$ cat src/design/pida_pkg.sv
// ----------------------------------------------------------------------------
// pida_pkg
// shared types, register indexes and helpers for the deadband pi controller
// ----------------------------------------------------------------------------
package pida_pkg;

  localparam logic [23:0] MS_PER_MINUTE = 24'd60000;
  localparam logic [6:0]  MUL_STEPS     = 7'd24;
  localparam logic [6:0]  DIV_STEPS     = 7'd64;

  localparam logic [23:0] GAIN_RESET  = 24'd256;
  localparam logic [23:0] ITIME_RESET = 24'd256;
  localparam logic [23:0] OMAX_RESET  = 24'h7FFFFF;

  typedef enum logic [2:0] {
    REG_GAIN  = 3'd0,
    REG_ITIME = 3'd1,
    REG_DBAND = 3'd2,
    REG_OMIN  = 3'd3,
    REG_OMAX  = 3'd4
  } reg_idx_t;

  typedef enum logic {
    OP_MUL = 1'b0,
    OP_DIV = 1'b1
  } op_t;

  typedef enum logic [3:0] {
    ST_IDLE,
    ST_MUL_DT,
    ST_DIV_MIN,
    ST_DIV_TI,
    ST_MUL_GAIN,
    ST_CHECK,
    ST_DIV_LIM,
    ST_MUL_BACK,
    ST_OUT
  } state_t;

  typedef struct packed {
    logic        start;
    op_t         op;
    logic [63:0] opa;
    logic [23:0] opb;
  } su_cmd_t;

  typedef struct packed {
    logic busy;
    logic done;
  } su_stat_t;

  function automatic logic [47:0] sat48(input logic signed [63:0] v);
    logic [47:0] r;
    if (v > 64'sh0000_7FFF_FFFF_FFFF) begin
      r = 48'h7FFF_FFFF_FFFF;
    end else if (v < -64'sh0000_8000_0000_0000) begin
      r = 48'h8000_0000_0000;
    end else begin
      r = v[47:0];
    end
    return r;
  endfunction

  function automatic logic [63:0] abs64(input logic [63:0] v);
    return v[63] ? (64'd0 - v) : v;
  endfunction

endpackage

$ cat src/design/pi_deadband_antiwindup.sv
// sequence: each input beat runs a multiply, two divides and a multiply on the shared
//   unit, then a divide and a multiply more when the integral is back-computed at a limit
// throughput: one item at a time; the next input beat is taken the cycle after the
//   result beat, the pace set by the one shared bit-serial unit (one bit a cycle)
// reset: synchronous active-low rst_n clears the integral, loads register defaults
// ----------------------------------------------------------------------------
// pi_deadband_antiwindup
// pi airflow controller with error dead band and back-calculation anti-windup
// ----------------------------------------------------------------------------
module pi_deadband_antiwindup import pida_pkg::*; (
  input  logic        clk,
  input  logic        rst_n,
  // input channel
  input  logic        in_valid,
  output logic        in_ready,
  input  logic [15:0] in_target_level,
  input  logic [15:0] in_measured_level,
  input  logic [15:0] in_elapsed_ms,
  // result channel
  output logic        out_valid,
  input  logic        out_ready,
  output logic signed [23:0] out_airflow_rate,
  // configuration port
  input  logic        psel,
  input  logic        penable,
  input  logic        pwrite,
  input  logic [4:0]  paddr,
  input  logic [31:0] pwdata,
  output logic [31:0] prdata,
  output logic        pready
);

  // configuration registers
  logic [23:0] gain_r, itime_r, omin_r, omax_r;
  logic [15:0] dband_r;
  reg_idx_t    widx;

  // sequencer and datapath registers
  state_t      state_r, state_nxt;
  logic        issued_r, issued_nxt;
  logic [47:0] integ_r, integ_nxt;   // integral, Q32.16
  logic [47:0] acc_r,   acc_nxt;     // advanced integral
  logic        ebneg_r, ebneg_nxt;
  logic [15:0] ebmag_r, ebmag_nxt;   // banded error magnitude
  logic [15:0] ms_r,    ms_nxt;
  logic [63:0] t1_r,    t1_nxt;      // dividend for the minute scaling
  logic [63:0] s_r,     s_nxt;       // sum term s, or back-computed q
  logic [40:0] m_r,     m_nxt;       // candidate magnitude
  logic [23:0] lim_r,   lim_nxt;
  logic [23:0] res_r,   res_nxt;

  su_cmd_t     cmd;
  su_stat_t    stat;
  logic [87:0] prod;
  logic [63:0] quot;

  // effective gain and integral time, zero reads as one lsb
  logic [23:0] g_eff, t_eff;
  assign g_eff = (gain_r  == 24'd0) ? 24'd1 : gain_r;
  assign t_eff = (itime_r == 24'd0) ? 24'd1 : itime_r;

  // ---------------------------------------------------------------- config port
  assign pready = 1'b1;
  assign widx   = reg_idx_t'(paddr[4:2]);

  always_ff @(posedge clk) begin
    if (!rst_n) begin
      gain_r  <= GAIN_RESET;
      itime_r <= ITIME_RESET;
      dband_r <= 16'd0;
      omin_r  <= 24'd0;
      omax_r  <= OMAX_RESET;
    end else if (psel && penable && pwrite && pready) begin
      case (widx)
        REG_GAIN:  gain_r  <= pwdata[23:0];
        REG_ITIME: itime_r <= pwdata[23:0];
        REG_DBAND: dband_r <= pwdata[15:0];
        REG_OMIN:  omin_r  <= pwdata[23:0];
        REG_OMAX:  omax_r  <= pwdata[23:0];
        default:   ;
      endcase
    end
  end

  always_comb begin
    case (widx)
      REG_GAIN:  prdata = {8'd0, gain_r};
      REG_ITIME: prdata = {8'd0, itime_r};
      REG_DBAND: prdata = {16'd0, dband_r};
      REG_OMIN:  prdata = {8'd0, omin_r};
      REG_OMAX:  prdata = {8'd0, omax_r};
      default:   prdata = 32'd0;
    endcase
  end

  // ---------------------------------------------------------------- dead band
  logic signed [17:0] err, dbs, ebv;
  always_comb begin
    err = $signed({2'b00, in_target_level}) - $signed({2'b00, in_measured_level});
    dbs = $signed({2'b00, dband_r});
    if (err > dbs)       ebv = err - dbs;
    else if (err < -dbs) ebv = err + dbs;
    else                 ebv = 18'sd0;
  end

  // banded error scaled to Q.16, sign applied
  logic [63:0] eb64;
  assign eb64 = ebneg_r ? (64'd0 - {32'd0, ebmag_r, 16'd0}) : {32'd0, ebmag_r, 16'd0};

  // ---------------------------------------------------------------- serial unit
  pida_serial_unit u_su (
    .clk    (clk),
    .rst_n  (rst_n),
    .cmd_i  (cmd),
    .stat_o (stat),
    .prod_o (prod),
    .quot_o (quot)
  );

  // ---------------------------------------------------------------- sequencer
  always_ff @(posedge clk) begin
    if (!rst_n) begin
      state_r  <= ST_IDLE;
      issued_r <= 1'b0;
      integ_r  <= 48'd0;
    end else begin
      state_r  <= state_nxt;
      issued_r <= issued_nxt;
      integ_r  <= integ_nxt;
    end
    acc_r   <= acc_nxt;
    ebneg_r <= ebneg_nxt;
    ebmag_r <= ebmag_nxt;
    ms_r    <= ms_nxt;
    t1_r    <= t1_nxt;
    s_r     <= s_nxt;
    m_r     <= m_nxt;
    lim_r   <= lim_nxt;
    res_r   <= res_nxt;
  end

  // scratch values of the capture steps
  logic [63:0] qs, sum64, amag;
  logic [88:0] rnd;
  logic [41:0] cand, lo42, hi42;
  logic [80:0] rb;
  logic [47:0] mb;

  always_comb begin
    state_nxt  = state_r;
    issued_nxt = issued_r;
    integ_nxt  = integ_r;
    acc_nxt    = acc_r;
    ebneg_nxt  = ebneg_r;
    ebmag_nxt  = ebmag_r;
    ms_nxt     = ms_r;
    t1_nxt     = t1_r;
    s_nxt      = s_r;
    m_nxt      = m_r;
    lim_nxt    = lim_r;
    res_nxt    = res_r;
    in_ready   = 1'b0;
    out_valid  = 1'b0;
    cmd.start  = 1'b0;
    cmd.op     = OP_MUL;
    cmd.opa    = 64'd0;
    cmd.opb    = 24'd0;
    qs    = 64'd0;
    sum64 = 64'd0;
    amag  = abs64({{16{acc_r[47]}}, acc_r});
    rnd   = 89'd0;
    rb    = 81'd0;
    mb    = 48'd0;
    // candidate has the opposite sign of s
    cand  = s_r[63] ? {1'b0, m_r} : (42'd0 - {1'b0, m_r});
    lo42  = {{18{omin_r[23]}}, omin_r};
    hi42  = {{18{omax_r[23]}}, omax_r};

    if (state_r != ST_IDLE && state_r != ST_OUT && state_r != ST_CHECK && !issued_r) begin
      cmd.start  = 1'b1;
      issued_nxt = 1'b1;
    end

    case (state_r)
      ST_IDLE: begin
        in_ready = 1'b1;
        if (in_valid) begin
          ebneg_nxt = ebv[17];
          ebmag_nxt = ebv[17] ? 16'(-ebv) : ebv[15:0];
          ms_nxt    = in_elapsed_ms;
          state_nxt = ST_MUL_DT;
        end
      end
      // |eb| * elapsed_ms
      ST_MUL_DT: begin
        cmd.op  = OP_MUL;
        cmd.opa = {48'd0, ebmag_r};
        cmd.opb = {8'd0, ms_r};
        if (stat.done) begin
          t1_nxt     = {16'd0, prod[31:0], 16'd0} + {40'd0, MS_PER_MINUTE >> 1};
          issued_nxt = 1'b0;
          state_nxt  = ST_DIV_MIN;
        end
      end
      // scale to minutes, advance the integral
      ST_DIV_MIN: begin
        cmd.op  = OP_DIV;
        cmd.opa = t1_r;
        cmd.opb = MS_PER_MINUTE;
        if (stat.done) begin
          qs         = ebneg_r ? (64'd0 - quot) : quot;
          sum64      = {{16{integ_r[47]}}, integ_r} + qs;
          acc_nxt    = sat48(sum64);
          issued_nxt = 1'b0;
          state_nxt  = ST_DIV_TI;
        end
      end
      // integral over integral time
      ST_DIV_TI: begin
        cmd.op  = OP_DIV;
        cmd.opa = {amag[55:0], 8'd0} + {41'd0, t_eff[23:1]};
        cmd.opb = t_eff;
        if (stat.done) begin
          qs         = acc_r[47] ? (64'd0 - quot) : quot;
          s_nxt      = eb64 + qs;
          issued_nxt = 1'b0;
          state_nxt  = ST_MUL_GAIN;
        end
      end
      // gain times s, rounded and capped
      ST_MUL_GAIN: begin
        cmd.op  = OP_MUL;
        cmd.opa = abs64(s_r);
        cmd.opb = g_eff;
        if (stat.done) begin
          rnd        = {1'b0, prod} + 89'h80_0000;
          m_nxt      = (rnd[88:24] > 65'h100_0000_0000) ? 41'h100_0000_0000 : rnd[64:24];
          issued_nxt = 1'b0;
          state_nxt  = ST_CHECK;
        end
      end
      // limit test: min first, then max
      ST_CHECK: begin
        if ($signed(cand) < $signed(lo42)) begin
          lim_nxt   = omin_r;
          state_nxt = ST_DIV_LIM;
        end else if ($signed(cand) > $signed(hi42)) begin
          lim_nxt   = omax_r;
          state_nxt = ST_DIV_LIM;
        end else begin
          integ_nxt = acc_r;
          if ($signed(cand) > 42'sh7FFFFF)        res_nxt = 24'h7FFFFF;
          else if ($signed(cand) < -42'sh800000)  res_nxt = 24'h800000;
          else                                    res_nxt = cand[23:0];
          state_nxt = ST_OUT;
        end
      end
      // limit over gain
      ST_DIV_LIM: begin
        cmd.op  = OP_DIV;
        cmd.opa = {16'd0, (lim_r[23] ? (24'd0 - lim_r) : lim_r), 24'd0}
                  + {41'd0, g_eff[23:1]};
        cmd.opb = g_eff;
        if (stat.done) begin
          qs         = lim_r[23] ? (64'd0 - quot) : quot;
          s_nxt      = eb64 + qs;
          issued_nxt = 1'b0;
          state_nxt  = ST_MUL_BACK;
        end
      end
      // back-computed integral
      ST_MUL_BACK: begin
        cmd.op  = OP_MUL;
        cmd.opa = abs64(s_r);
        cmd.opb = t_eff;
        if (stat.done) begin
          rb = prod[87:8] + {80'd0, prod[7]};
          mb = (rb > 81'h8000_0000_0000) ? 48'h8000_0000_0000 : rb[47:0];
          if (s_r[63]) begin
            integ_nxt = mb[47] ? 48'h7FFF_FFFF_FFFF : mb;
          end else begin
            integ_nxt = 48'd0 - mb;
          end
          res_nxt    = lim_r;
          issued_nxt = 1'b0;
          state_nxt  = ST_OUT;
        end
      end
      ST_OUT: begin
        out_valid = 1'b1;
        if (out_ready) state_nxt = ST_IDLE;
      end
      default: state_nxt = ST_IDLE;
    endcase
  end

  assign out_airflow_rate = res_r;

endmodule

$ cat src/design/pida_serial_unit.sv
// ----------------------------------------------------------------------------
// pida_serial_unit
// shared bit-serial unit: shift-add multiply and restoring divide, one bit a cycle
// ----------------------------------------------------------------------------
module pida_serial_unit import pida_pkg::*; (
  input  logic        clk,
  input  logic        rst_n,
  input  su_cmd_t     cmd_i,
  output su_stat_t    stat_o,
  output logic [87:0] prod_o,
  output logic [63:0] quot_o
);

  op_t         op_r,   op_nxt;
  logic [6:0]  cnt_r,  cnt_nxt;
  logic        done_r, done_nxt;
  logic [87:0] p_r,    p_nxt;
  logic [63:0] a_r,    a_nxt;
  logic [23:0] d_r,    d_nxt;
  logic [23:0] rem_r,  rem_nxt;

  logic [64:0] sum;
  logic [24:0] trial;
  logic [24:0] diff;
  logic        ge;

  always_comb begin
    op_nxt   = op_r;
    cnt_nxt  = cnt_r;
    done_nxt = 1'b0;
    p_nxt    = p_r;
    a_nxt    = a_r;
    d_nxt    = d_r;
    rem_nxt  = rem_r;
    sum   = {1'b0, p_r[87:24]} + (p_r[0] ? {1'b0, a_r} : 65'd0);
    trial = {rem_r, p_r[63]};
    diff  = trial - {1'b0, d_r};
    ge    = (trial >= {1'b0, d_r});
    if (cmd_i.start) begin
      op_nxt  = cmd_i.op;
      a_nxt   = cmd_i.opa;
      d_nxt   = cmd_i.opb;
      rem_nxt = 24'd0;
      if (cmd_i.op == OP_MUL) begin
        p_nxt   = {64'd0, cmd_i.opb};
        cnt_nxt = MUL_STEPS;
      end else begin
        p_nxt   = {24'd0, cmd_i.opa};
        cnt_nxt = DIV_STEPS;
      end
    end else if (cnt_r != 7'd0) begin
      cnt_nxt  = cnt_r - 7'd1;
      done_nxt = (cnt_r == 7'd1);
      if (op_r == OP_MUL) begin
        p_nxt = {sum, p_r[23:1]};
      end else begin
        rem_nxt = ge ? diff[23:0] : trial[23:0];
        p_nxt   = {24'd0, p_r[62:0], ge};
      end
    end
  end

  always_ff @(posedge clk) begin
    if (!rst_n) begin
      cnt_r  <= 7'd0;
      done_r <= 1'b0;
      op_r   <= OP_MUL;
    end else begin
      cnt_r  <= cnt_nxt;
      done_r <= done_nxt;
      op_r   <= op_nxt;
    end
    p_r   <= p_nxt;
    a_r   <= a_nxt;
    d_r   <= d_nxt;
    rem_r <= rem_nxt;
  end

  assign stat_o.busy = (cnt_r != 7'd0);
  assign stat_o.done = done_r;
  assign prod_o      = p_r;
  assign quot_o      = p_r[63:0];

endmodule

$ cat config.mk
export PLATFORM = sky130hd
export DESIGN_NAME = pi_deadband_antiwindup
export DESIGN_NICKNAME = d
export VERILOG_FILES = /design/src/design/pida_pkg.sv /design/src/design/pi_deadband_antiwindup.sv /design/src/design/pida_serial_unit.sv
export SDC_FILE = /design/constraint.sdc
export NUM_CORES = 2
export LEC_CHECK = 0
export BUFFER_PORTS_ARGS = -buffer_cell sky130_fd_sc_hd__buf_2
export CAP_MARGIN = 25
export CELL_PAD_IN_SITES_DETAIL_PLACEMENT = 0
export CELL_PAD_IN_SITES_GLOBAL_PLACEMENT = 1
export CORE_MARGIN = 10
export CORE_UTILIZATION = 40
export DETAILED_ROUTE_END_ITERATION = 16
export PLACE_DENSITY = 0.76
export SYNTH_ARGS = -nofsm -noshare
export SYNTH_HDL_FRONTEND = slang
export SYNTH_SLANG_ARGS = --single-unit
$ cat constraint.sdc
create_clock -name clk -period 8.35 [get_ports clk]
set_input_delay 0 -clock clk [delete_from_list [all_inputs] [get_ports clk]]
set_output_delay 0 -clock clk [all_outputs]
set_load 0.01 [all_outputs]
Word-level counts from Yosys, hierarchy flattened:

Index checks and enable logic that the tools add are counted.

* eq/ne operators: 25
* multiplexer cells: 60
* bitwise gates (word level): 2
* reduce and logical (&&, ||, !) cells: 32
* $lt $le $gt $ge: 11
* add/subtract/negate cells: 23

Operator list (count)
* $mux W64: 9
* $pmux W89 S6: 1
* $mux W48: 6
* $mux W24: 11
* $mux W88: 3
* $add A64 B64 Y64: 3
* $pmux W64 S2: 1
* $sub A1 B64 Y64 const A: 2
* $pmux W24 S5: 1
* $pmux W48 S2: 1
* $add A88 B24 Y89 const B: 1
* $add A80 B1 Y81: 1
* $gt A81 B48 Y1 const B: 1
* $add A64 B65 Y65: 1
* $gt A65 B41 Y1 const B: 1
* $add A64 B23 Y64: 1
* $gt A64 B48 Y1 const B: 1
* $lt A64 B48 Y1 const B: 1
* $mux W56: 1
* $add A48 B15 Y49 const B: 1
* $add A48 B23 Y49: 1
* $sub A1 B48 Y49 const A: 1
* $logic_not A24 Y1: 2
* $pmux W24 S2: 1
* 52 further kinds: 100

* output and inout port bits: 59
* bits of input ports: 92
* bits in registers: 672
* word-level logic and storage cells: 177

Depth between registers and ports, before layout:

* depth after elaboration: 8
* depth in mapped cells: 31
* depth with buffers taken out: 30

By module:

Synthesis repeated with hierarchy kept, for this count alone.

* cell total of the unflattened synthesis: 7018
* area total of the unflattened synthesis: 57252.4 um2

By module, submodules not included
* pi_deadband_antiwindup: area each 42934.9 um2, instances 1, cells an instance 5502, seq. area each 11290.8 um2
* pida_serial_unit: area each 14317.5 um2, instances 1, cells an instance 1516, seq. area each 5945.7 um2

Worst setup path before layout:

OpenSTA, ideal clock, no wires.

* path type: register -> register
* start point: register u_su.p_r[9], in the netlist u_su.prod_o[9]
* end point: register acc_r[39], data pin
* cell stages (with the launch flop): 28
* setup slack: 1261 ps
* arrival: 6818 ps
* library setup time: 271 ps
* path through: edfxtp_1 -> clkbuf_1 -> or2_2 -> or4_1 -> or4b_2 -> nor3_1 -> nand3_1 -> or3_1 -> nor2_1 -> nand2_1 -> nand2_1 -> xnor2_1 -> ha_1 -> a21oi_1 -> o21bai_1 -> a211o_1 -> or4b_2 -> or3_1 -> o22ai_1 -> nor4_1 -> a41oi_1 -> o2111ai_1 -> nor4b_1 -> nand4_1 -> o41ai_1 -> clkbuf_1 -> clkbuf_1 -> o21ai_0

* word-level cells in the longest chain between the ends: 5

Ends and longest elaborated chain
* start: declaration: RTL line pida_serial_unit.sv:17 `logic [87:0] p_r, p_nxt;`
* start signal: assignment: RTL line pida_serial_unit.sv:73 `p_r <= p_nxt;`
* $sub A1 B64 Y64: RTL line pi_deadband_antiwindup.sv:211 `qs = ebneg_r ? (64'd0 - quot) : quot;`
* $mux W64 *: RTL line pi_deadband_antiwindup.sv:211
* $add A64 B64 Y64 *: RTL line pi_deadband_antiwindup.sv:212 `sum64 = {{16{integ_r[47]}}, integ_r} + qs;`
* $lt A64 B48 Y1: RTL line pida_pkg.sv:56 `end else if (v < -64'sh0000_8000_0000_0000) begin`
* $mux W48: RTL line pida_pkg.sv:56
* end signal: assignment: RTL line pi_deadband_antiwindup.sv:131 `acc_r <= acc_nxt;`
* end: declaration: RTL line pi_deadband_antiwindup.sv:42 `logic [47:0] acc_r, acc_nxt;`

Every way passes the cells marked *; elsewhere a longest branch is shown, timed or not.
A chain may end at the register's enable or synchronous reset.

Worst setup path after layout:

* start point: register u_su.p_r[10], in the netlist u_su.prod_o[10]
* end point: register acc_r[24], data pin

Same word-level chain as after synthesis.

==> impl_metrics.tcl <==
set metrics [dict create \
    synth_area_per_cell_um2 8.144 \
    synth_area_leader_cell "sky130_fd_sc_hd__edfxtp_1" \
    vias_in_the_first_global_route 50210 \
    synth_area_mm2 0.05600 \
    grt_pass1_wl_um 330800 \
    filler_cell_count 14000 \
    finalCriticalPeriod_ps 7876 \
    postLayoutCellArea_mm2 0.06219 \
    fin_tns_setup_ps 0 \
    register_area_mm2 0.01724 \
    routed-via-count 53630 \
    post_synth_main_area_contributors "sky130_fd_sc_hd__edfxtp_1, sky130_fd_sc_hd__ha_1, sky130_fd_sc_hd__dfxtp_1, sky130_fd_sc_hd__xnor2_1, sky130_fd_sc_hd__nand2_1" \
    setup_slack_ps 474.2 \
    period_share_pct 94.32 \
    hp-class "primary input to flop" \
    post-synth-top-area-fraction_pct 23.70 \
    io_buffer_count 131 \
    finalNetCount 7360 \
    grt_most_used_layer "met2" \
    start_util_pct 40.18 \
    tritoncts_clock_tree "built" \
    drv_slew 0 \
    power.internal_mw 9.784 \
    yosysWarnings 0 \
    crit_fanout 47 \
    synth_compound_area_share_pct 22.02 \
    detail_route.drc_violations 0 \
    gr-total-overflow 0 \
    static_leakage_nw 23.57 \
    net_switching_share_of_the_total_power_pct 44.06 \
    worstSetupEndpointType "flop" \
    number_of_maximum_capacitance_constraint_violations 0 \
    std_cell_rows 137 \
    pwr_density_cell_mw_per_mm2 281.2 \
    grtUsageMet3_pct 3.960 \
    report.power.total_mw 17.49 \
    synth_top_family_by_area "compound AO/OA/AOI/OAI gates" \
    detailed_place_hpwl_um 176500 \
    synth-seq-area-share_pct 30.78 \
    synth_edf_count 442 \
    htreeDepth 3 \
    timing.clock.skew_ps 40.57 \
    tritoncts.num_buffers 81 \
    cts.clk_slew.worst_paths_ps 60 \
    postSynthCellCount 6876 \
    ys_top_cells_by_count "sky130_fd_sc_hd__nand2_1, sky130_fd_sc_hd__nor2_1, sky130_fd_sc_hd__o21ai_0" \
    clockPowerShare_pct 22.1 \
    worstPathArrival_ps 8270 \
    clock_tree.buffer_depth 3 \
    synth_adder_area_share_pct 8.732 \
    synth_cell_type_count 85 \
    fraction_of_synthesized_cell_area_in_xor_and_xnor_cells_pct 10.84 \
    die_h_um 394.2 \
    multi_input_comb_area_mm2 0.03627 \
    post-cts-setup-buffers 0 \
    global_route.usage.met2_pct 44.35 \
    comb_power_share_pct 50.5 \
    syn_to_final_growth_pct 11.06 \
    tritoncts_num_sinks 640 \
    start_kind "flop" \
    route.final.wire_length_um 225000 \
    maximum_number_of_pins_on_one_net_before_global_route_repair 86 \
    cts_root_buffer "sky130_fd_sc_hd__clkbuf_16" \
    grt.total_usage_pct 27.54 \
    placeableCoreArea_mm2 0.1394 \
    detailedPlace.worstSlack_ps 437.2 \
    postSynth.topFlopCell "sky130_fd_sc_hd__edfxtp_1" \
    route.detailed.vias_per_inst 6.076 \
    placement.cell_area_mm2 0.05876 \
    total_switching_power_mw 7.706 \
    floorplan.die_area_mm2 0.1554 \
    worst_hold_slack_ps 36.58 \
    vdd_drop_max_mv 0.1992 \
    rsz0062_at_grt "no" \
    layout-drive-gt1-share_pct 7.382 \
    setup_viol_count_final 0 \
    slew_headroom_pct 24.16 \
    synth_seq_cells 640 \
    mux_share_of_post_synthesis_cell_area_pct 1.479 \
    detailedRoute.firstPassIterationCount 6 \
    floorplan.io_pins 151 \
    power.share.sequential_pct 27.4 \
    post_synthesis_async_set_or_reset_flop_share_pct 0 \
    grt_antenna_before_repair 15 \
    worst_pin_slew_ps 1127 \
    gr-usage-met1_pct 35.58 \
    first_iter_violations 5799 \
    gp_congestion 0.9841 \
    synth_most_common_cell "sky130_fd_sc_hd__nand2_1" \
    drt-wirelength-per-cell_um 25.50 \
    die_x_um 394.2 \
    route.antenna.remaining_nets 0 \
    run_status "complete, no violations" \
    fmax_ghz 0.1270 \
    worst-endpoint-required_ps 8740 \
    timing.final.hold_violations 0 \
    synth-simple-area-share_pct 21.35 \
    crit_type "flop to flop" \
    clock_insertion_delay_worst_skew_ps 690 \
]
timing repair:
action / in CTS / in global routing
hold endpoints to repair: 143 / 0
setup endpoints to repair: 0 / 47
resized for setup: 0 / 2
hold buffers: 48 / 0
kinds of logic (layout without fill, tap and decap cells):
family / after synthesis / count (layout)
other cells: 2 / 10
fa+ha+maj: 386 / 386
xor+xnor: 693 / 693
compound gates: 1915 / 1915
simple gates: 2455 / 2455
buf+inv: 703 / 769
mux: 82 / 82
flops: 640 / 640
final cells by class:
class | count | share of cell area, %
multi-input cells | 5540 | 58.31
flip-flops and latches | 640 | 27.72
well taps | 1876 | 3.774
repair buffers | 326 | 3.758
clock buffers | 102 | 3.669
inverters | 293 | 1.776
clock inverters | 48 | 0.9858
diodes | 1 | 0.004024
layer usage:
metal	wire (um)	vias up
met5	73	-
met4	13580	10
met3	16140	470
met2	102500	2247
met1	92760	25860
li1	-	25040
sequential cells by signal, indices dropped and copies added, names as in the netlist:
signal            count
t1_r                 32
u_su.prod_o          88
omax_r               24
u_su.cnt_r            7
omin_r               24
u_su.d_r             24
gain_r               24
dband_r              16
out_airflow_rate     24
m_r                  41
ebneg_r               1
issued_r              1
acc_r                48
ebmag_r              16
ms_r                 16
u_su.done_r           1
lim_r                24
s_r                  64
integ_r              48
u_su.a_r             64
u_su.rem_r           24
u_su.op_r             1
state_r               4
itime_r              24
critical path, cell delays in order (launching register included):
cell and delay [ps]:
sky130_fd_sc_hd__edfxtp_1 380, sky130_fd_sc_hd__or2_2 320, sky130_fd_sc_hd__or4_1 550, sky130_fd_sc_hd__or4_1 570, sky130_fd_sc_hd__nor4_1 260, sky130_fd_sc_hd__nand3_1 280, sky130_fd_sc_hd__nor2_1 290, sky130_fd_sc_hd__nand3b_1 170
sky130_fd_sc_hd__or3_1 450, sky130_fd_sc_hd__o31ai_1 280, sky130_fd_sc_hd__xnor2_1 160, sky130_fd_sc_hd__ha_1 310, sky130_fd_sc_hd__a21o_1 220, sky130_fd_sc_hd__a21oi_1 140, sky130_fd_sc_hd__o21bai_1 140, sky130_fd_sc_hd__or4b_2 720
sky130_fd_sc_hd__or3_1 390, sky130_fd_sc_hd__o22ai_1 240, sky130_fd_sc_hd__nor4_1 90, sky130_fd_sc_hd__a41oi_1 210, sky130_fd_sc_hd__o2111ai_1 150, sky130_fd_sc_hd__nor4b_1 350, sky130_fd_sc_hd__nand4_1 160, sky130_fd_sc_hd__o41ai_2 360
sky130_fd_sc_hd__buf_12 250, sky130_fd_sc_hd__o21ai_0 130
per-stage QoR:
stage | util [%] | instances
floorplan | - | 6883
global placement | 42.10 | 8619
detailed placement | 42.17 | 8625
CTS | 44.59 | 8823
global route | 44.63 | 8825
finish | 44.63 | 8826
path summary, 6_finish.rpt:
| path | from | endpoint | slack (ps) | cells past startpoint |
|---|---|---|---|---|
| hold / removal | in_elapsed_ms[13] | ms_r[13] | 40 | 2 |
| hold reg to reg | u_su.cnt_r[5] | u_su.cnt_r[5] | 450 | 2 |
| setup / recovery | u_su.prod_o[10] | acc_r[24] | 470 | 25 |
| setup reg to reg | u_su.prod_o[10] | acc_r[24] | 470 | 25 |
placed cells by master (no fill, tap or decap), types with 181 or more instances in the layout:
cell type,netlist,routed
sky130_fd_sc_hd__a21o_1,182,182
sky130_fd_sc_hd__a21oi_1,430,430
sky130_fd_sc_hd__dfxtp_1,198,196
sky130_fd_sc_hd__edfxtp_1,442,442
sky130_fd_sc_hd__ha_1,378,378
sky130_fd_sc_hd__inv_1,289,289
sky130_fd_sc_hd__nand2_1,754,753
sky130_fd_sc_hd__nand3_1,182,181
sky130_fd_sc_hd__nor2_1,561,557
sky130_fd_sc_hd__o21ai_0,505,504
sky130_fd_sc_hd__xnor2_1,405,405
sky130_fd_sc_hd__xor2_1,288,288
power by group through the flow:
stage / Clock (mW) / Sequential, mW / Combinational, mW
after global placement: 0 / 4.82 / 8.59
after detailed placement: 0 / 4.83 / 8.64
after CTS: 3.91 / 4.77 / 8.71
after global routing: 4.02 / 4.82 / 9.61
final: 3.87 / 4.79 / 8.83
after floorplan: 0 / 4.53 / 6.33
(Power assumes the default switching activity.)
